### src/hw/rtl/cir_ram.sv
// Generic single write port, single read port RAM with registered read data.
module cir_ram #(
   parameter int WIDTH = 8,
   parameter int DEPTH = 64,
   localparam int AW = (DEPTH > 1) ? $clog2(DEPTH) : 1
) (
   input  logic             clock,
   input  logic             we,
   input  logic [AW-1:0]    waddr,
   input  logic [WIDTH-1:0] wdata,
   input  logic             re,
   input  logic [AW-1:0]    raddr,
   output logic [WIDTH-1:0] rdata
);

   logic [WIDTH-1:0] mem [DEPTH];
   logic [WIDTH-1:0] rdata_ff;

   always_ff @(posedge clock) begin
      if (we) begin
         mem[waddr] <= wdata;
      end
      if (re) begin
         rdata_ff <= mem[raddr];
      end
   end

   assign rdata = rdata_ff;

endmodule

### config.mk
export PLATFORM = sky130hd
export DESIGN_NAME = cir_ram
export DESIGN_NICKNAME = d
export VERILOG_FILES = /design/src/hw/rtl/cir_ram.sv
export SDC_FILE = /design/constraint.sdc
export NUM_CORES = 1
export LEC_CHECK = 0
export ABC_AREA = 1
export BUFFER_PORTS_ARGS = -buffer_cell sky130_fd_sc_hd__buf_2
export CORE_MARGIN = 2
export CORE_UTILIZATION = 45
export DETAILED_ROUTE_END_ITERATION = 10
export GPL_TIMING_DRIVEN = 0
export PLACE_DENSITY = 0.64
export SLEW_MARGIN = 20
export SYNTH_ARGS = -nofsm -noshare
export SYNTH_HDL_FRONTEND = slang
export SYNTH_SLANG_ARGS = --single-unit
### constraint.sdc
create_clock -name clock -period 3.1 [get_ports clock]
set_input_delay 0.465 -clock clock [delete_from_list [all_inputs] [get_ports clock]]
set_output_delay 0.465 -clock clock [all_outputs]
set_load 0.05 [all_outputs]
==> flow_metrics.py <==
metrics = {
    "power": {
        "finalPower_mw": 15.1,
        "vdd_drop_max_uv": 497,
        "p_per_area_mw_per_mm2": 626,
        "total_leakage_power_nw": 8.68,
    },
    "cells_and_area": {
        "drive_gt1_share_pct": 10.3,
        "n_fill_cell": 4015,
        "area_growth_pct": 12.3,
        "regArea_mm2": 0.0156,
        "n_antenna_cell": 0,
        "fin_nets": 1914,
        "multi_input_area_mm2": 0.00500,
    },
    "global_routing": {
        "grt_usage_pct": 24.7,
        "grt_antenna_before_repair": 2,
        "overflow": 0,
        "grt_max_degree": 65,
        "grt_pass1_vias": 13500,
        "grt_pass1_wl_mm": 88.7,
    },
    "critical_path": {
        "cp.required_ps": 3310,
        "reg2reg_depth": 8,
        "crit_type": "primary input to register",
        "path_delay_family": "simple AND/OR/NAND/NOR gates",
        "timing.rr.start": "mem[50][5]",
        "ff2ff_setup_slack_ps": 1490,
        "slowest_stage": "nor2_1",
        "crit_fanout": 9,
        "worstSetupEndpointType": "register",
        "r2r_end": "rdata[5]",
        "cp.arrival_ps": 2680,
        "cp_cell_sequence": "clkbuf_1 -> inv_1 -> nand4_1 -> nor2_1",
        "slowest_delay_ps": 1030,
        "worstSetupStartpointType": "primary input",
        "cp_num_buf_inv": 2,
    },
    "flow_run": {
        "maxCapViolCount": 0,
    },
    "yosys": {
        "yosysUniqueCellTypes": 15,
        "synth-seq-cells": 520,
        "yosysWarnings": 0,
        "avgSynthCellArea_um2": 11.9,
        "syn_nets": 1828,
        "synth_cells": 1805,
        "synth_area_mm2": 0.0214,
        "yosysSeqAreaShare_pct": 72.9,
    },
    "hold_path": {
        "whs_endpoint": "rdata[4]",
        "hp-start": "re",
        "hp-class": "primary input to register",
        "min_path_cells": 1,
    },
    "clock_network": {
        "clkSinkCount": 520,
        "clk_pin_slew_ps": 60,
        "htreeDepth": 2,
        "post_cts_resized": 0,
        "clockBufferDepth": 3,
        "cts_root_buf": "clkbuf_16",
        "cts-hold-fix-buffers": 0,
        "clock_latency_ps": 610,
        "cts_buffers": 53,
        "cts_tree": "built",
        "post-cts-setup-buffers": 0,
    },
    "placement": {
        "post-dp-hpwl_mm": 40.2,
        "gp_congestion": 0.972,
        "port_buffers": 22,
    },
    "sta": {
        "rsz0062_at_grt": "no",
        "maxSlewViolCount": 0,
        "finalCriticalPeriod_ps": 2460,
        "finalHoldViolations": 0,
        "hold_slack_ps": 253,
        "setup_tns_ps": 0,
        "final_min_period_over_clock_period_pct": 79.5,
        "slew_headroom_pct": 22.7,
        "finClkSkew_ps": 22.8,
        "setup_violations": 0,
        "worst_pin_slew_ps": 1160,
        "fmax_ghz": 0.406,
    },
    "route": {
        "routedWlPerCell_um": 23.9,
        "drtIter0Drc": 1773,
        "routed_wl_mm": 60.6,
        "vias_per_cell": 5.72,
        "vias": 14500,
        "dr.pass1.iters": 5,
        "remaining_drc_errors": 0,
        "drtAntennaViolNets": 0,
    },
    "die": {
        "core_mm2": 0.0468,
        "fp.dieW_um": 222,
        "num_io_pins": 31,
        "die_h_um": 222,
        "initial_utilization_pct": 45.8,
        "fp-row-count": 79,
        "die_area_mm2": 0.0494,
    },
    "run_status": {
        "status": "complete, no violations",
    },
}
[through the flow]
stage / cells / util (%) / worst slack [ps] / instance area [um2]
after floorplan: 1805 / - / 869 / 21400
after global placement: 2434 / 47.7 / -416 / 22300
after detailed placement: 2443 / 47.9 / 161 / 22400
after CTS: 2536 / 51.4 / 781 / 24100
after global routing: 2536 / 51.4 / 662 / 24100
final: 2536 / 51.4 / 637 / 24100
[report_power, final]
group,internal [mW],switching (mW)
logic,0.264,0.799
clock network,3.55,2.64
registers,7.80,0.0129
total,11.6,3.45
[final cells by class]
class                           instances  area share, %
Sequential cell                       520           64.9
Timing Repair Buffer                   31          0.760
Multi-Input combinational cell       1160           20.8
Clock buffer                           68           5.93
Buffer                                113           3.36
Clock inverter                         25          0.895
Inverter                               12          0.208
Tap cell                              607           3.16
[flip-flops by register name, summed over array words and instances, names as in the netlist]
| signal | flops |
|---|---|
| rdata | 8 |
| mem | 512 |
[cell families (layout without fill, tap and decap cells)]
group / Yosys count / after routing / synth area share (%)
DFF: 520 / 520 / 72.9
buffers and inverters: 125 / 249 / 4.01
and+or+nand+nor: 1160 / 1160 / 23.1
[how the worst max path moves through the flow]
stage,start,endpoint,cells after the start
2_1_floorplan,we,mem[48][0],3
4_1_cts,waddr[1],mem[24][7],4
6_report,waddr[1],mem[24][7],4
3_3_place_gp,we,mem[54][0],3
3_5_place_dp,waddr[1],mem[24][1],4
5_1_grt,waddr[1],mem[24][7],4
[metal layers]
| metal | part of all wire [%] | global-route usage [%] | vias to the layer above |
|---|---|---|---|
| li1 | - | - | 6528 |
| met4 | 3.5 | 8.59 | 2 |
| met5 | 0.021 | 0 | - |
| met2 | 44 | 37.1 | 781 |
| met3 | 11 | 5.94 | 123 |
| met1 | 42 | 35.3 | 7062 |
[cell usage in the layout (no fill, tap or decap)]
cell type | synthesis | layout
nand2_1 | 648 | 648
edfxtp_1 | 520 | 520
nand3_1 | 439 | 439
buf_2 | 37 | 57
nor2_1 | 56 | 56
clkbuf_16 | 0 | 55
buf_6 | 35 | 35
clkbuf_1 | 15 | 28
buf_4 | 14 | 25
clkinv_1 | 0 | 11
inv_1 | 10 | 10
buf_1 | 10 | 10
nand4_1 | 9 | 9
clkinv_2 | 0 | 9
nor4_2 | 0 | 8
bufinv_16 | 0 | 4
inv_6 | 1 | 2
buf_8 | 2 | 2
inv_2 | 1 | 1
[worst register-to-register path, cell delays in order (launching register included)]
cell	delay [ps]
edfxtp_1	360
nand2_1	70
nand3_1	70
nand3_1	180
nand2_1	100
nand2_1	60
nand3_1	150
nand3_1	180
nand2_1	140
[cells in the mapped netlist]
cell type	number	area [um2]
nand3_1	439	2200
nor4_1	8	50.1
buf_4	14	105
buf_6	35	394
nand4_1	9	56.3
inv_6	1	8.76
inv_2	1	3.75
clkbuf_1	15	56.3
buf_8	2	30.0
buf_2	37	185
buf_1	10	37.5
inv_1	10	37.5
edfxtp_1	520	15600
nand2_1	648	2430
nor2_1	56	210
(Power assumes the default switching activity.)
