--- src/hw/rtl/cir_pkg.sv ---
// Shared types, constants and helpers of the collision impulse resolver.
package cir_pkg;

   localparam int NUM_BODIES = 64;
   localparam int BODY_W     = 6;
   localparam int ADDR_W     = (NUM_BODIES > 1) ? $clog2(NUM_BODIES) : 1;
   localparam int VEL_W      = 32;
   localparam int MASS_W     = 32;
   localparam int BOUNCE_W   = 17;

   localparam logic [BOUNCE_W-1:0] BOUNCE_ONE = 17'd65536;

   // Shared multiply/divide unit geometry.
   localparam int DIVIDEND_W = 48;
   localparam int DIVISOR_W  = 34;
   localparam int PROD_W     = 66;
   localparam int MUL_STEPS  = 32;
   localparam int DIV_STEPS  = 48;
   localparam int CNT_W      = $clog2(DIV_STEPS + 1);

   typedef enum logic [1:0] {
      KIND_LOAD    = 2'd0,
      KIND_IMPULSE = 2'd1,
      KIND_COLLIDE = 2'd2,
      KIND_NONE    = 2'd3
   } kind_type;

   typedef struct packed {
      kind_type                   kind;
      logic [BODY_W-1:0]          body_a;
      logic [BODY_W-1:0]          body_b;
      logic signed [VEL_W-1:0]    vec_x;
      logic signed [VEL_W-1:0]    vec_y;
      logic signed [VEL_W-1:0]    vec_z;
      logic [MASS_W-1:0]          load_mass;
      logic [BOUNCE_W-1:0]        load_bounce;
   } req_type;

   typedef struct packed {
      logic signed [VEL_W-1:0] vel_a_x;
      logic signed [VEL_W-1:0] vel_a_y;
      logic signed [VEL_W-1:0] vel_a_z;
      logic signed [VEL_W-1:0] vel_b_x;
      logic signed [VEL_W-1:0] vel_b_y;
      logic signed [VEL_W-1:0] vel_b_z;
      logic                    applied;
      logic                    saturated;
   } rsp_type;

   typedef struct packed {
      logic [2:0][VEL_W-1:0] vel;
      logic [MASS_W-1:0]     mass;
      logic [BOUNCE_W-1:0]   bounce;
   } body_rec_type;

   localparam int REC_W = $bits(body_rec_type);

   typedef enum logic {
      ALU_MUL = 1'b0,
      ALU_DIV = 1'b1
   } alu_op_type;

   typedef struct packed {
      logic                  start;
      alu_op_type            op;
      logic [DIVIDEND_W-1:0] a;
      logic [DIVISOR_W-1:0]  b;
   } alu_req_type;

   typedef struct packed {
      logic                  busy;
      logic                  done;
      logic [DIVIDEND_W-1:0] quo;
      logic [PROD_W-1:0]     prod;
   } alu_rsp_type;

   // Body number to table row; a small constant table.
   function automatic logic [ADDR_W-1:0] body_index(input logic [BODY_W-1:0] v);
      logic [ADDR_W-1:0] r;
      r = '0;
      for (int i = 0; i < 2**BODY_W; i++) begin
         if (v == BODY_W'(i)) begin
            r = ADDR_W'(i % NUM_BODIES);
         end
      end
      return r;
   endfunction

endpackage

--- src/hw/rtl/cir_alu.sv ---
// Shared iterative unit: radix-2 shift-add multiply and restoring divide.
module cir_alu (
   input  logic                 clock,
   input  logic                 reset,
   input  cir_pkg::alu_req_type alu_req,
   output cir_pkg::alu_rsp_type alu_rsp
);
   import cir_pkg::*;

   logic                  busy_ff, busy_in;
   logic                  done_ff, done_in;
   alu_op_type            op_ff, op_in;
   logic [CNT_W-1:0]      cnt_ff, cnt_in;
   logic [DIVISOR_W-1:0]  rem_ff, rem_in;
   logic [DIVIDEND_W-1:0] x_ff, x_in;
   logic [DIVISOR_W-1:0]  y_ff, y_in;

   logic [DIVISOR_W:0]    mul_sum;
   logic [DIVISOR_W:0]    div_sh;
   logic [DIVISOR_W+1:0]  div_diff;
   logic                  div_ge;

   always_comb begin
      mul_sum  = {1'b0, rem_ff} + (x_ff[0] ? {1'b0, y_ff} : '0);
      div_sh   = {rem_ff, x_ff[DIVIDEND_W-1]};
      div_diff = {1'b0, div_sh} - {2'b00, y_ff};
      div_ge   = !div_diff[DIVISOR_W+1];

      busy_in = busy_ff;
      done_in = 1'b0;
      op_in   = op_ff;
      cnt_in  = cnt_ff;
      rem_in  = rem_ff;
      x_in    = x_ff;
      y_in    = y_ff;

      if (alu_req.start) begin
         busy_in = 1'b1;
         op_in   = alu_req.op;
         cnt_in  = (alu_req.op == ALU_MUL) ? CNT_W'(MUL_STEPS) : CNT_W'(DIV_STEPS);
         rem_in  = '0;
         x_in    = alu_req.a;
         y_in    = alu_req.b;
      end else if (busy_ff) begin
         unique case (op_ff)
            ALU_MUL: begin
               rem_in = mul_sum[DIVISOR_W:1];
               x_in   = {{(DIVIDEND_W-MUL_STEPS){1'b0}}, mul_sum[0], x_ff[MUL_STEPS-1:1]};
            end
            ALU_DIV: begin
               rem_in = div_ge ? div_diff[DIVISOR_W-1:0] : div_sh[DIVISOR_W-1:0];
               x_in   = {x_ff[DIVIDEND_W-2:0], div_ge};
            end
         endcase
         cnt_in = cnt_ff - 1'b1;
         if (cnt_ff == CNT_W'(1)) begin
            busy_in = 1'b0;
            done_in = 1'b1;
         end
      end
   end

   always_ff @(posedge clock) begin
      if (reset) begin
         busy_ff <= 1'b0;
         done_ff <= 1'b0;
         cnt_ff  <= '0;
      end else begin
         busy_ff <= busy_in;
         done_ff <= done_in;
         cnt_ff  <= cnt_in;
      end
      op_ff  <= op_in;
      rem_ff <= rem_in;
      x_ff   <= x_in;
      y_ff   <= y_in;
   end

   assign alu_rsp.busy = busy_ff;
   assign alu_rsp.done = done_ff;
   assign alu_rsp.quo  = x_ff;
   assign alu_rsp.prod = {rem_ff[PROD_W-MUL_STEPS-1:0], x_ff[MUL_STEPS-1:0]};

   a_start_idle: assert property (@(posedge clock) disable iff (reset)
      alu_req.start |-> !busy_ff) else $error("unit started while busy");
   a_done_pulse: assert property (@(posedge clock) disable iff (reset)
      done_ff |=> !done_ff) else $error("done held longer than one cycle");
   a_cnt_live: assert property (@(posedge clock) disable iff (reset)
      busy_ff |-> cnt_ff != '0) else $error("busy with exhausted step count");
   a_done_follows_busy: assert property (@(posedge clock) disable iff (reset)
      done_ff |-> $past(busy_ff)) else $error("done without a run");

endmodule

--- config.mk ---
export PLATFORM = sky130hd
export DESIGN_NAME = cir_alu
export DESIGN_NICKNAME = d
export VERILOG_FILES = /design/src/hw/rtl/cir_pkg.sv /design/src/hw/rtl/cir_alu.sv
export SDC_FILE = /design/constraint.sdc
export NUM_CORES = 1
export LEC_CHECK = 0
export BUFFER_PORTS_ARGS = -buffer_cell sky130_fd_sc_hd__buf_2
export CORE_MARGIN = 3
export CORE_UTILIZATION = 33
export CTS_BUF_LIST = sky130_fd_sc_hd__clkbuf_2 sky130_fd_sc_hd__clkbuf_4 sky130_fd_sc_hd__clkbuf_8
export DETAILED_ROUTE_END_ITERATION = 8
export GPL_TIMING_DRIVEN = 0
export SLEW_MARGIN = 20
export SYNTH_ARGS = -nofsm -noshare
export SYNTH_HDL_FRONTEND = slang
export SYNTH_SLANG_ARGS = --single-unit
--- constraint.sdc ---
create_clock -name clock -period 4.3 [get_ports clock]
set_clock_uncertainty 0.15 [all_clocks]
set_input_delay 0.86 -clock clock [delete_from_list [all_inputs] [get_ports clock]]
set_output_delay 0.86 -clock clock [all_outputs]
set_load 0.005 [all_outputs]
==> reports/qor.txt <==
outcome - finished, final reports clean
share of layout cells above drive strength 1 - 23.12%
Avg Vias per Cell - 5.482
synthesized flop and latch total - 125
fraction of registers with async set/reset - 0%
Hold Crit Class - register to register
count of different cell masters after synthesis - 78
syn avg cell area - 8.741 um^2
number of flops mapped to enable cells by yosys - 83
average wire per standard cell - 18.98 um
CTS Sinks - 125
WP data required - 4470 ps
commonest non-fill, non-tap cells in the layout - buf_2, nand2_1, o21ai_0, a21oi_1, edfxtp_1
antenna cells - 0
Rows - 62
total die area - 31,880 um^2
CP delay by family, top - compound AO/OA/AOI/OAI gates
vias - 9,549
total CTS buffers - 17
final worst path period need - 3996 ps
largest net degree at the start of global routing - 49
sequential share of power - 37.8%
RSZ-0062 raised after global routing - false
I/O Buffers - 200
Syn. warnings - 0
CP peak stage delay - 440 ps
register area share after synthesis - 33.93%
CP arrival - 4160 ps
Fmax - 250.3 MHz
Core ar. - 29,010 um^2
Post-synth top flop - edfxtp_1
Root Driver - clkbuf_8
P_sw - 1.643 mW
final global-route overflow total - 0
final setup fails - 0
initial antenna violation count - 2
hold depth - 2
number of DRC markers in iteration 0 - 692
most common cell after layout, fill and taps aside - buf_2
Hold Vio Cnt, Final - 0
Leakage - 5.184 nW
sw frac - 39.89%
min setup slack post-route - 304.3 ps
GRT Total Usage - 20.45%
most used cell along the critical path - o211ai_1
combinational power share - 35.8%
mapped cell area - 9824 um^2
Clock Power Share - 26.4%
Worst-path clk slew - 100 ps
TritonCTS clock tree - done
worst skew pair latency - 480 ps
DIE WIDTH - 178.5 um
Tightest Pin Transition - 969.5 ps
htree depth - 4
WS Path Type - register to register
first-pass GRT wire length - 50,910 um
internal power - 2.476 mW
Synthesized Nets - 1,282
DRC errors left - 0
die height - 178.5 um
CP endpoint kind - register
crit path launch type - register
CP Depth - 13
routability cong. - 0.8957
Layout area overhead - 19.35%
maximum VDD drop - 0.1792 mV
Setup WS pre-CTS - -173.0 ps
initial core utilization - 33.86%
Buf/Inv on CP - 2
Hold Buf Count CTS - 0
maximum buffer depth of the clock tree - 2
power consumption - 4.119 mW
Post-DRT Antenna Nets - 0
worst hold margin - 370.0 ps
final slew viol count - 0
vias in the first global route - 9,112
DP HPWL - 25,390 um
slew margin rel. - 35.36%
max-cap violations - 0
Worst path slowest cell - o211ai_1
fin crit share - 92.92%
crit-path cells - clkbuf_1, and2_1, ha_1, inv_1, fa_1, nor2b_1, o31a_1, o211ai_1, o211ai_1, a41oi_1, o31ai_1, mux2i_1, a311oi_1
fin nets - 1,503
Routed WL - 33,060 um
Ports - 202
drt pass-1 iters - 5
Post-Synthesis Cells - 1,124
CP max FO - 10
PD cells - 351.3 nW/um^2
FF-to-FF path depth - 13
==> stage by stage <==
| stage | cells | util (%) | setup TNS (ps) | cell area [um^2] |
|---|---|---|---|---|
| floorplan | 1124 | - | 0 | 9824 |
| global placement | 1708 | 38.97 | -169.3 | 11310 |
| detailed placement | 1708 | 38.97 | -173.0 | 11310 |
| CTS | 1742 | 40.38 | 0 | 11720 |
| global route | 1742 | 40.41 | 0 | 11730 |
| finish | 1742 | 40.41 | 0 | 11730 |
==> cell families after synthesis <==
logic type / after synthesis / synth area share, %
AOI/OAI and AO/OA: 364 / 24.86
and+or+nand+nor: 319 / 15.98
DFF: 125 / 33.93
adders and majority gates: 72 / 9.322
buffers and inverters: 158 / 7.769
xor gates and xnor gates: 50 / 4.457
muxes: 36 / 3.681
==> synth_stat cells (all sizes together), types with 3 or more instances <==
master / instances / share of area (%)
o21ai: 95 / 4.9
nor2b: 6 / 0.38
nand2b: 7 / 0.45
xnor2: 32 / 2.9
nor2: 80 / 3.1
o21a: 6 / 0.46
o2111ai: 3 / 0.27
a41oi: 4 / 0.36
ha: 70 / 8.9
or2: 6 / 0.38
nand4: 16 / 1.1
a211oi: 17 / 1.3
a22oi: 9 / 0.84
a21oi: 87 / 4.6
edfxtp: 83 / 25
a31oi: 11 / 0.70
a21o: 29 / 2.2
a32oi: 3 / 0.27
a221oi: 17 / 1.5
a311oi: 13 / 1.3
o21bai: 10 / 0.76
buf: 54 / 3.8
o21ba: 3 / 0.31
o22ai: 5 / 0.32
or3: 13 / 0.88
nor4: 5 / 0.62
dfxtp: 42 / 8.6
a22o: 16 / 1.4
xor2: 18 / 1.6
a2111oi: 5 / 0.64
mux2i: 35 / 3.6
and2: 38 / 2.4
nor3: 22 / 1.1
o31ai: 6 / 0.46
clkbuf: 44 / 1.7
nand2: 98 / 3.8
nand3: 12 / 0.61
o211ai: 10 / 0.76
inv: 60 / 2.3
and3: 7 / 0.45
==> repair_timing <==
action | 4_1_cts | 5_1_grt
setup endpoints to repair | 1 | 3
endpoints found under the hold margin | 0 | 0
buffers inserted | 2 | 0
resized for setup | 0 | 2
gates cloned | 0 | 0
==> metal layers <==
metal | global-route usage (%) | vias to the layer above | share of wire [%]
li1 | - | 4560 | -
met1 | 27.91 | 4557 | 45
met2 | 33.37 | 394 | 46
met3 | 4.385 | 34 | 7.9
met4 | 4.221 | 4 | 1.2
met5 | 0 | - | 0.042
==> registers in the layout (all words and copies together), names as in the netlist <==
name     count
busy_ff      1
cnt_ff       6
done_ff      1
op_ff        1
rem_ff      34
x_ff        48
y_ff        34
==> worst min-delay path: cells and delay by family, from the launching register on <==
kind            cells  cell delay, ps
simple gates        1              80
flops               1             340
compound gates      1              60
==> cell type report <==
| cell class | instances | area (um^2) |
|---|---|---|
| fillers | 3024 | 17290 |
| multi-input cells | 841 | 5737 |
| flip-flops and latches | 125 | 3333 |
| repair buffers | 202 | 1016 |
| plain buffers | 98 | 538.0 |
| well taps | 384 | 480.5 |
| clock buffers | 17 | 234.0 |
| inverters | 60 | 225.2 |
| clock inverters | 15 | 161.4 |
==> power groups by stage <==
stage	combinational (mW)	clock [mW]	sequential (mW)
4_1_cts	1.46	1.10	1.56
3_3_place_gp	1.43	0	1.59
2_1_floorplan	0.994	0	1.54
3_5_place_dp	1.44	0	1.59
5_1_grt	1.63	1.16	1.58
6_report	1.47	1.09	1.56
==> path summary, 6_finish.rpt <==
| check | start | to | slack [ps] |
|---|---|---|---|
| setup / recovery | x_ff[0] | rem_ff[31] | 300 |
| hold / removal | cnt_ff[1] | cnt_ff[1] | 370 |
| setup reg to reg | x_ff[0] | rem_ff[31] | 300 |
| hold reg to reg | cnt_ff[1] | cnt_ff[1] | 370 |
No activity file was read; power rests on OpenSTA's default activity.
